--- src/rtl/core/assert_macros.svh ---
// Assertion macros shared by the RTL.
// Define SYNTH to compile them away.
`ifndef ASSERT_MACROS_SVH
`define ASSERT_MACROS_SVH

`ifndef SYNTH
// Check prop on every clk_i edge outside reset.
`define BBA_ASSERT(lbl, prop, msg) \
  lbl: assert property (@(posedge clk_i) disable iff (!rst_ni) (prop)) else $error(msg);
// Check prop on every clk_i edge, reset included.
`define BBA_ASSERT_ALWAYS(lbl, prop, msg) \
  lbl: assert property (@(posedge clk_i) (prop)) else $error(msg);
`else
`define BBA_ASSERT(lbl, prop, msg)
`define BBA_ASSERT_ALWAYS(lbl, prop, msg)
`endif

`endif

--- src/rtl/core/bba_pkg.sv ---
`timescale 1ns / 1ps
`default_nettype none

package bba_pkg;

  // Bitmap row width: blocks examined per scan step.
  localparam int WORD_W     = 16;
  localparam int WORD_SHIFT = 4;

  typedef enum logic [1:0] {
    CMD_ALLOC   = 2'd0,
    CMD_REQUEST = 2'd1,
    CMD_RELEASE = 2'd2
  } bba_cmd_e;

  typedef enum logic [1:0] {
    ST_CLEAR,
    ST_IDLE,
    ST_SCAN,
    ST_LOOKUP
  } bba_state_e;

  typedef struct packed {
    bba_cmd_e    cmd;
    logic [7:0]  blk_num;
  } bba_req_t;

  typedef struct packed {
    logic        ok;
    logic [7:0]  result_block;
    logic [8:0]  used_count;
    logic [7:0]  free_count;
  } bba_rsp_t;

  // Result of the find-first-zero unit.
  typedef struct packed {
    logic                  found;
    logic [WORD_SHIFT-1:0] bit_idx;
  } bba_ffz_t;

endpackage

`default_nettype wire

--- src/rtl/core/bba_ram.sv ---
`timescale 1ns / 1ps
`default_nettype none

module bba_ram #(
  parameter int WIDTH = 16,
  parameter int DEPTH = 16
) (
  input  wire logic                                   clk_i,
  input  wire logic                                   we_i,
  input  wire logic [((DEPTH > 1) ? $clog2(DEPTH) : 1)-1:0] waddr_i,
  input  wire logic [WIDTH-1:0]                       wdata_i,
  input  wire logic                                   re_i,
  input  wire logic [((DEPTH > 1) ? $clog2(DEPTH) : 1)-1:0] raddr_i,
  output logic      [WIDTH-1:0]                       rdata_o
);

  logic [WIDTH-1:0] mem_q [DEPTH];

  always_ff @(posedge clk_i) begin
    if (we_i) begin
      mem_q[waddr_i] <= wdata_i;
    end
    if (re_i) begin
      rdata_o <= mem_q[raddr_i];
    end
  end

endmodule

`default_nettype wire

--- src/rtl/core/bba_ffz.sv ---
`timescale 1ns / 1ps
`default_nettype none

// Find the lowest clear bit of one bitmap row, skipping blocks at or above LIMIT.
module bba_ffz
  import bba_pkg::*;
#(
  parameter int ROW_W = 4,
  parameter int LIMIT = 255
) (
  input  wire logic [WORD_W-1:0] word_i,
  input  wire logic [ROW_W-1:0]  row_i,
  output bba_ffz_t               res_o
);

  logic [31:0]       base;
  logic [WORD_W-1:0] usable;

  assign base = 32'(row_i) << WORD_SHIFT;

  always_comb begin
    for (int j = 0; j < WORD_W; j++) begin
      usable[j] = (base + 32'(j)) < 32'(LIMIT);
    end
  end

  // Scan from the top so the lowest hit wins.
  always_comb begin
    res_o = '0;
    for (int j = WORD_W - 1; j >= 0; j--) begin
      if (!word_i[j] && usable[j]) begin
        res_o.found   = 1'b1;
        res_o.bit_idx = WORD_SHIFT'(j);
      end
    end
  end

endmodule

`default_nettype wire

--- src/rtl/core/bitmap_block_allocator_unit.sv ---
`timescale 1ns / 1ps
`default_nettype none
// Allocate reads and searches the bitmap rows from row 0 up, stopping at the first
//   free block or after LAST_ROW. Request and release read the row, then update it
//   and answer; an out-of-range id or unused code answers from idle. One command at a time.
// Rate is set by the bitmap RAM: one 16-bit row is read and searched per cycle.
// Reset: the counters clear at once, then a pass zeroes the bitmap one row a cycle
//   with busy high; done_o cannot be stalled.
`include "assert_macros.svh"

module bitmap_block_allocator_unit
  import bba_pkg::*;
#(
  parameter int NUM_BLOCKS    = 256,
  parameter int USABLE_BLOCKS = 255
) (
  input  wire logic     clk_i,
  input  wire logic     rst_ni,
  input  wire logic     start,
  output logic          busy,
  input  wire bba_req_t req_i,
  output logic          done_o,
  output bba_rsp_t      rsp_o
);

  // Geometry of the bitmap store.
  localparam int ROWS     = (NUM_BLOCKS + WORD_W - 1) / WORD_W;
  localparam int ROW_W    = (ROWS > 1) ? $clog2(ROWS) : 1;
  localparam int LIMIT    = (USABLE_BLOCKS < NUM_BLOCKS) ? USABLE_BLOCKS : NUM_BLOCKS;
  localparam int LAST_ROW = (LIMIT - 1) / WORD_W;
  localparam int CNT_W    = $clog2(NUM_BLOCKS + 1);
  localparam int FW       = CNT_W + 9;

  bba_state_e state_q, state_d;
  bba_req_t   req_q, req_d;
  logic [ROW_W-1:0] row_q, row_d;   // clear pointer / row under test
  logic [CNT_W-1:0] used_q, used_d;
  logic             done_q, done_d;
  bba_rsp_t         rsp_q, rsp_d;

  logic              ram_we, ram_re;
  logic [ROW_W-1:0]  ram_waddr, ram_raddr;
  logic [WORD_W-1:0] ram_wdata, ram_rdata;
  bba_ffz_t          ffz;

  logic              new_in_range;
  logic [ROW_W-1:0]  new_row, held_row;
  logic [WORD_SHIFT-1:0] held_bit;
  logic [ROW_W+11:0] alloc_blk;
  logic [FW-1:0]     used_ext, free_ext;

  bba_ram #(
    .WIDTH (WORD_W),
    .DEPTH (ROWS)
  ) u_map (
    .clk_i   (clk_i),
    .we_i    (ram_we),
    .waddr_i (ram_waddr),
    .wdata_i (ram_wdata),
    .re_i    (ram_re),
    .raddr_i (ram_raddr),
    .rdata_o (ram_rdata)
  );

  // Search the row returned by the RAM this cycle.
  bba_ffz #(
    .ROW_W (ROW_W),
    .LIMIT (LIMIT)
  ) u_ffz (
    .word_i (ram_rdata),
    .row_i  (row_q),
    .res_o  (ffz)
  );

  assign new_in_range = 32'(req_i.blk_num) < 32'(LIMIT);
  assign new_row      = ROW_W'({{ROW_W{1'b0}}, req_i.blk_num} >> WORD_SHIFT);
  assign held_row     = ROW_W'({{ROW_W{1'b0}}, req_q.blk_num} >> WORD_SHIFT);
  assign held_bit     = req_q.blk_num[WORD_SHIFT-1:0];
  assign alloc_blk    = {8'b0, row_q, ffz.bit_idx};

  // Free count after this command, saturating at zero.
  assign used_ext = FW'(used_d);
  assign free_ext = (used_ext + FW'(1) >= FW'(NUM_BLOCKS)) ? '0
                  : FW'(NUM_BLOCKS) - used_ext - FW'(1);

  // Next state.
  always_comb begin
    state_d = state_q;
    unique case (state_q)
      ST_CLEAR: begin
        if (row_q == ROW_W'(ROWS - 1)) begin
          state_d = ST_IDLE;
        end
      end
      ST_IDLE: begin
        if (start) begin
          unique case (req_i.cmd)
            CMD_ALLOC: state_d = ST_SCAN;
            CMD_REQUEST, CMD_RELEASE: begin
              if (new_in_range) begin
                state_d = ST_LOOKUP;
              end
            end
            default: state_d = ST_IDLE;
          endcase
        end
      end
      ST_SCAN: begin
        if (ffz.found || row_q == ROW_W'(LAST_ROW)) begin
          state_d = ST_IDLE;
        end
      end
      ST_LOOKUP: state_d = ST_IDLE;
      default:   state_d = ST_CLEAR;
    endcase
  end

  // Datapath and RAM control.
  always_comb begin
    req_d     = req_q;
    row_d     = row_q;
    used_d    = used_q;
    done_d    = 1'b0;
    rsp_d     = rsp_q;
    ram_we    = 1'b0;
    ram_waddr = row_q;
    ram_wdata = '0;
    ram_re    = 1'b0;
    ram_raddr = row_q;

    unique case (state_q)
      ST_CLEAR: begin
        // Zero one row a cycle.
        ram_we = 1'b1;
        if (row_q != ROW_W'(ROWS - 1)) begin
          row_d = row_q + ROW_W'(1);
        end
      end
      ST_IDLE: begin
        if (start) begin
          req_d = req_i;
          unique case (req_i.cmd)
            CMD_ALLOC: begin
              ram_re    = 1'b1;
              ram_raddr = '0;
              row_d     = '0;
            end
            CMD_REQUEST, CMD_RELEASE: begin
              if (new_in_range) begin
                ram_re    = 1'b1;
                ram_raddr = new_row;
              end else begin
                done_d             = 1'b1;
                rsp_d.ok           = 1'b0;
                rsp_d.result_block = req_i.blk_num;
              end
            end
            default: begin
              // Unused code: fail, echo the id and report counts.
              done_d             = 1'b1;
              rsp_d.ok           = 1'b0;
              rsp_d.result_block = req_i.blk_num;
            end
          endcase
        end
      end
      ST_SCAN: begin
        if (ffz.found) begin
          // Mark the hit and report it.
          ram_we             = 1'b1;
          ram_waddr          = row_q;
          ram_wdata          = ram_rdata | (WORD_W'(1) << ffz.bit_idx);
          used_d             = used_q + CNT_W'(1);
          done_d             = 1'b1;
          rsp_d.ok           = 1'b1;
          rsp_d.result_block = alloc_blk[7:0];
        end else if (row_q == ROW_W'(LAST_ROW)) begin
          done_d             = 1'b1;
          rsp_d.ok           = 1'b0;
          rsp_d.result_block = '0;
        end else begin
          // Advance: the next row is read while this one is searched.
          ram_re    = 1'b1;
          ram_raddr = row_q + ROW_W'(1);
          row_d     = row_q + ROW_W'(1);
        end
      end
      ST_LOOKUP: begin
        done_d             = 1'b1;
        rsp_d.result_block = req_q.blk_num;
        rsp_d.ok           = 1'b0;
        ram_waddr          = held_row;
        if (req_q.cmd == CMD_REQUEST && !ram_rdata[held_bit]) begin
          ram_we    = 1'b1;
          ram_wdata = ram_rdata | (WORD_W'(1) << held_bit);
          used_d    = used_q + CNT_W'(1);
          rsp_d.ok  = 1'b1;
        end else if (req_q.cmd == CMD_RELEASE && ram_rdata[held_bit]) begin
          ram_we    = 1'b1;
          ram_wdata = ram_rdata & ~(WORD_W'(1) << held_bit);
          used_d    = used_q - CNT_W'(1);
          rsp_d.ok  = 1'b1;
        end
      end
      default: begin
        done_d = 1'b0;
      end
    endcase

    if (done_d) begin
      rsp_d.used_count = used_ext[8:0];
      rsp_d.free_count = free_ext[7:0];
    end
  end

  always_ff @(posedge clk_i or negedge rst_ni) begin
    if (!rst_ni) begin
      state_q <= ST_CLEAR;
      row_q   <= '0;
      used_q  <= '0;
      done_q  <= 1'b0;
    end else begin
      state_q <= state_d;
      row_q   <= row_d;
      used_q  <= used_d;
      done_q  <= done_d;
    end
  end

  // Payload: no reset needed.
  always_ff @(posedge clk_i) begin
    req_q <= req_d;
    rsp_q <= rsp_d;
  end

  assign busy   = (state_q != ST_IDLE);
  assign done_o = done_q;
  assign rsp_o  = rsp_q;

  // Never mark more blocks than can be handed out.
  `BBA_ASSERT(a_used_bound, 32'(used_q) <= 32'(LIMIT), "used count above usable limit")
  // An accepted word either starts work or answers in the next cycle.
  `BBA_ASSERT(a_accept_progress, (start && !busy) |=> (busy || done_o), "accepted word lost")
  // A failed command leaves the used count alone.
  `BBA_ASSERT(a_fail_no_change, (done_o && !rsp_o.ok) |-> (used_q == $past(used_q)),
              "used count moved on a failed command")
  // A successful command moves the used count.
  `BBA_ASSERT(a_ok_changes, (done_o && rsp_o.ok) |-> (used_q != $past(used_q)),
              "ok reported without a count change")
  // The bitmap is written only by the sequencer, never while idle.
  `BBA_ASSERT_ALWAYS(a_no_idle_write, !(ram_we && state_q == ST_IDLE),
                     "bitmap written while idle")

endmodule

`default_nettype wire

--- config.mk ---
export PLATFORM = sky130hd
export DESIGN_NAME = bitmap_block_allocator_unit
export DESIGN_NICKNAME = d
export VERILOG_FILES = /design/src/rtl/core/bba_pkg.sv /design/src/rtl/core/bba_ram.sv /design/src/rtl/core/bba_ffz.sv /design/src/rtl/core/bitmap_block_allocator_unit.sv
export VERILOG_INCLUDE_DIRS = /design/src /design/src/rtl/core
export SDC_FILE = /design/constraint.sdc
export NUM_CORES = 1
export LEC_CHECK = 0
export BUFFER_PORTS_ARGS = -buffer_cell sky130_fd_sc_hd__buf_2
export CORE_AREA = 2 2 168 170
export DETAILED_ROUTE_END_ITERATION = 8
export DIE_AREA = 0 0 170 172
export GPL_TIMING_DRIVEN = 0
export MAX_ROUTING_LAYER = met4
export PLACE_DENSITY = 0.71
export SYNTH_ARGS = -nofsm -noshare
export SYNTH_HDL_FRONTEND = slang
export SYNTH_SLANG_ARGS = --single-unit
--- constraint.sdc ---
create_clock -name clk_i -period 10.4 [get_ports clk_i]
set_input_delay 1.56 -clock clk_i [delete_from_list [all_inputs] [get_ports clk_i]]
set_output_delay 1.56 -clock clk_i [all_outputs]
set_load 0.01 [all_outputs]
Yosys cells after proc, flatten, opt, wreduce, memory -nomap -nowiden --
Memory sizes are Yosys's and may differ from the RTL's. A register that Yosys moved wholly into a read port is not among the register bits. Index checks and enable logic that the tools add are counted.
Storage, ports and cells: register bits after elaboration 52, bits in latches 0, memory bits (writable) 256, ROM bits 0, input port bits 13, output and inout bits 28, word-level logic and storage cells 188, memories 1
Memories:
- u_map.mem_q | depth 16, bits a word 16, read ports 1, clocked after memory_dff 1, wr ports 1, RTL line bba_ram.sv:17 | logic [WIDTH-1:0] mem_q [DEPTH];
Operators by class: $add $sub $neg 21, multiply operators 0, divide/modulo/power cells 0, $lt $le $gt $ge 19, equality and inequality tests 19, shift-type cells 2, mux-type cells 67, bitwise gates (word level) 4, reductions and logical operators 45
Operator list (count):
- 32-bit by 8-bit < comparator with 1-bit output (second input constant) | 15
- 5-bit two-way mux | 16
- 8-bit by 4-bit adder with 9-bit output (second input constant) | 8
- 9-bit two-way mux | 7
- 16-bit two-way mux | 3
- 8-bit by 3-bit adder with 9-bit output (second input constant) | 4
- 9-bit one-hot mux with 2 select lines | 2
- 4-bit two-way mux | 8
- 16-bit bitwise OR | 2
- 16-bit one-hot mux with 2 select lines | 1
- 1-bit by 4-bit << shifter with 16-bit output (first input constant) | 2
- 9-bit one-hot mux with 3 select lines | 1
- 8-bit by 2-bit adder with 9-bit output (second input constant) | 2
- 1-bit logical AND | 18
- 1-bit logical NOT | 17
- 16-bit bitwise AND | 1
- 8-bit < comparator (second input constant) | 2
- 16-bit inverter | 1
- 4-bit one-hot mux with 2 select lines | 2
- 1-bit two-way mux | 14
- 4-bit one-hot mux with 3 select lines | 1
- 9-bit by 1-bit adder with 10-bit output (second input constant) | 1
- 10-bit by 9-bit greater-or-equal comparator with 1-bit output (second input constant) | 1
- 2-bit != test (second input constant) | 5
- other kinds (26) | 43

Longest topological paths before layout --
depth in word-level cells 23, mapped depth 14, mapped depth without buffers 10

By module --
Synthesis repeated with hierarchy kept, for this count alone.
Unflattened totals: cells, all modules 873, area total of the unflattened synthesis 14113.5 µm²
Modules (own cells, without submodules):
- bba_ram | instances 1, cells an instance 432, area an instance 10203.5 µm², sequential area each 8167.8 µm²
- bitmap_block_allocator_unit | instances 1, cells an instance 407, area an instance 3718.6 µm², sequential area each 1481.4 µm²
- bba_ffz | instances 1, cells an instance 34, area an instance 191.4 µm², sequential area each 0.0 µm²

Worst setup path before layout --
No wires, ideal clock.
kind input port to flip-flop, start in req_i[8] (netlist bit), end reg u_map.rdata_o[10], read port of u_map.mem_q (data pin), setup time 0.265 ns, data arrival time 3.904 ns, data required time 10.135 ns, path slack 6.231 ns, stages 12, buffers on the path 2, cell sequence inv_1 > ha_1 > nand2_1 > a311oi_1 > a21oi_1 > a31o_2 > and2_1 > buf_2 > buf_1 > mux2i_1 > o22ai_1 > or3_1
Between the ends: longest elaborated chain between the ends 5, elaborated cells on any way between the ends 10, those cells by class eq/ne: 2; mux: 6; reduce/logical: 2
Ends and longest elaborated chain:
- from (decl) | RTL line bitmap_block_allocator_unit.sv:21 | input wire bba_req_t req_i,
- 2-bit by 1-bit == test with 1-bit output / 2-bit == test (equally long branches) | RTL line bitmap_block_allocator_unit.sv:142 | unique case (req_i.cmd)
- 2-bit OR reduction | RTL line bitmap_block_allocator_unit.sv:142
- 4-bit one-hot mux with 2 select lines / 1-bit one-hot mux with 2 select lines (equally long branches) | RTL line bitmap_block_allocator_unit.sv:142
- 4-bit two-way mux / 1-bit two-way mux (equally long branches) | RTL line bitmap_block_allocator_unit.sv:140 | if (start) begin
- 4-bit one-hot mux with 2 select lines / 1-bit one-hot mux with 2 select lines (equally long branches) | RTL line bitmap_block_allocator_unit.sv:131 | unique case (state_q)
- to (decl) | RTL line bba_ram.sv:14 | output logic [WIDTH-1:0] rdata_o
Parallel ways exist; a longest one is shown, timed or not. A chain may end at the register's enable or synchronous reset.

Worst setup path after layout --
start in req_i[8] (netlist bit), end reg u_map.rdata_o[8], read port of u_map.mem_q (data pin)
Same word-level chain as after synthesis.

==> impl_metrics.yaml <==
synthesis:
  synth_cells: 1099
  synth.lib_cells_used.distinct: 70
  synthesis.nets: 1121
  async_flop_share_pct: 4.94
  syn-cell-area_mm2: 0.0148
  yosys-top-cells-area: "edfxtp_1 63%, mux2i_1 5.5%, o2111ai_1 3.8%"
  synthesis.area_per_instance_um2: 13.5
  yosys.area.top_type: "edfxtp_1"
  yosysMostFrequentCell: "edfxtp_1"
  ys_seq_area_share_pct: 65.2
  synthTopCellsByCount: "308 x edfxtp_1, 82 x mux2i_1, 65 x o2111ai_1"
  synthFlopType: "edfxtp_1"
  synth-seq-cells: 324
  synth.top_cell.area_share_pct: 62.5
  synth_edf_count: 308
  synth_warnings: 0
global_routing:
  grt_use_total_pct: 27.7
  grt_max_degree: 19
  overflow: 0
  grt_pass1_wl_um: 58200
  grt_pass1_vias: 9867
  antenna_found_initial: 0
timing:
  slew_headroom_pct: 0.598
  setup_viol: 0
  worst_pin_slew_ns: 1.48
  fin_crit_ns: 4.58
  fin_crit_sh_pct: 44.1
  hold_viol_final: 0
  finalMaxSlewViolations: 0
  skew_ns: 0.0221
  fin_tns_setup_ns: 0
  grt_setup_unrepaired: "false"
  postLayoutSetupSlackWorst_ns: 5.82
  fmax_ghz: 0.218
floorplan:
  io_pins: 41
  die_h_um: 172
  die_area_mm2: 0.0292
  core_area_mm2: 0.0275
  chipWidth_um: 170
  rows: 61
  initial_core_util_pct: 53.9
placement:
  portBuffers: 40
  dp_slack_ns: 5.37
  place_area_mm2: 0.0157
  gp_congestion: 0.965
  dp.final_hpwl_um: 27400
detailed_routing:
  firstDrtPassIters: 6
  antenna_left: 0
  first_iter_violations: 1419
  wl_per_cell_um: 24.9
  num_vias: 10215
  drc: 0
  viasPerCell: 6.51
  routed_wirelength_um: 39000
final_layout:
  final_area_mm2: 0.0168
  n_antenna_cell: 0
  final_nets: 1220
  drive_gt1_share_pct: 14.2
  syn_to_final_growth_pct: 13.8
cts:
  clkLatencyLatePin_ns: 0.54
  clock_sinks: 324
  clockRootBuffer: "clkbuf_16"
  clk_path_buf_depth: 3
  cts_hold_buf: 0
  post_cts_resized: 0
  htreeDepth: 2
  cts_buffers: 36
  cts_setup_buffers: 0
  clk_pin_slew_ns: 0.06
  cts_tree: "yes"
critical_path:
  ff2ff_setup_slack_ns: 5.88
  path_class: "in -> reg"
  crit_required_ns: 10.64
  worstPathMaxFanout: 10
  rr_startpoint: "held_bit[0]$_DFFE_PP_"
  critical_path_arrival_ns: 4.82
  rr_worst_depth: 9
  r2r_end: "u_map.mem_q[0][4]$_DFFE_PP_"
  cp-start-kind: "primary input"
  end_kind: "flip-flop"
worst_hold_path:
  min_path_cells: 2
  hp-start: "state_q[1]$_DFFE_PN0P_"
  min_to: "state_q[1]$_DFFE_PN0P_"
  holdCritPathClass: "reg -> reg"
pwr:
  power_density_mw_per_mm2: 292
  total_leakage_power_uw: 0.00612
  peakVddDrop_uv: 133
run:
  maxCapViolations: 1
outcome:
  status: "finished with violations"
  violations: "capacitance limit"
area by class of cell:
type	instances	area, um^2
fillers	2144	10600
flip-flops and latches	324	9650
multi-input cells	668	4720
clock buffers	45	966
well taps	346	433
repair buffers	61	414
plain buffers	83	384
clock inverters	18	181
inverters	24	90.1
flip-flops by register name, indices dropped and copies added (netlist names):
| register | flops |
|---|---|
| held_row | 4 |
| state_q | 2 |
| rsp_o | 26 |
| u_map.mem_q | 256 |
| row_q | 4 |
| done_o | 1 |
| u_map.rdata_o | 16 |
| used_q | 9 |
| held_bit | 4 |
| req_q | 2 |
how the worst max path moves through the flow:
stage,startpoint,to,cells after the start
floorplan,req_i[8],u_map.rdata_o[10]$_DFFE_PP_,12
global route,held_bit[0]$_DFFE_PP_,u_map.mem_q[1][2]$_DFFE_PP_,9
CTS,held_bit[0]$_DFFE_PP_,u_map.mem_q[3][1]$_DFFE_PP_,9
detailed placement,req_i[8],u_map.rdata_o[8]$_DFFE_PP_,13
global placement,held_bit[0]$_DFFE_PP_,u_map.mem_q[14][10]$_DFFE_PP_,9
finish,req_i[8],u_map.rdata_o[8]$_DFFE_PP_,13
cells in the final DEF, fill, tap and decap left out, types with 7 or more instances in the layout:
cell and count:
o21ai_1 17, nor2_1 33, clkbuf_1 59, ha_1 9, o2111ai_1 65, o22ai_1 34, buf_2 59, dfrtp_1 16
o21ai_0 17, inv_1 22, nor2_2 14, a21oi_1 37, nand4_1 11, or3_1 22, o211ai_1 9, nand3_1 14
a21boi_0 49, mux2i_1 82, a22oi_1 8, buf_4 13, nand2_1 62, buf_6 9, nor3_1 7, edfxtp_1 308
a31oi_1 12, nand2b_1 7, clkinv_1 7, clkbuf_16 37, and3_1 59
worst max-delay path, stage by stage:
cell,delay [ns]
buf_2,0.10
inv_1,0.04
ha_1,0.34
nand2_1,0.11
a311oi_1,0.09
a21oi_1,0.18
a31o_2,0.26
clkbuf_1,0.41
clkbuf_1,0.37
a21boi_0,0.15
o2111ai_1,0.42
o2111ai_1,0.32
or3_1,0.47
stage by stage:
step | hold WS, ns | cells | total power (uW) | utilization [%]
2_1_floorplan | 0.513 | 1099 | 3000 | -
3_3_place_gp | 0.561 | 1485 | 3610 | 56.2
3_5_place_dp | 0.570 | 1503 | 3670 | 57.0
4_1_cts | 0.585 | 1566 | 4900 | 61.2
5_1_grt | 0.623 | 1569 | 5140 | 61.3
6_report | 0.585 | 1569 | 4920 | 61.3
cells by family after synthesis:
family | Yosys count | share of synthesized area [%]
flops | 324 | 65.2
compound gates | 302 | 14.7
simple gates | 264 | 9.46
buf+inv | 107 | 3.20
mux | 87 | 6.31
fa+ha+maj | 9 | 0.761
xor+xnor | 6 | 0.355
per-layer routing:
layer  vias up  global-route usage [%]  part of all wire [%]
met5         -                       -                     0
met4         0                    11.1                   3.9
met3        86                    3.80                   7.5
met2       472                    44.7                    47
met1      5060                    36.0                    41
li1       4597                       -                     -
where the power goes:
group,leakage [uW],internal (uW),switching (uW)
registers,0.00306,1760,83.5
clock network,0.000560,718,517
logic,0.00250,594,1250
total,0.00612,3080,1850
(Power assumes the default switching activity.)
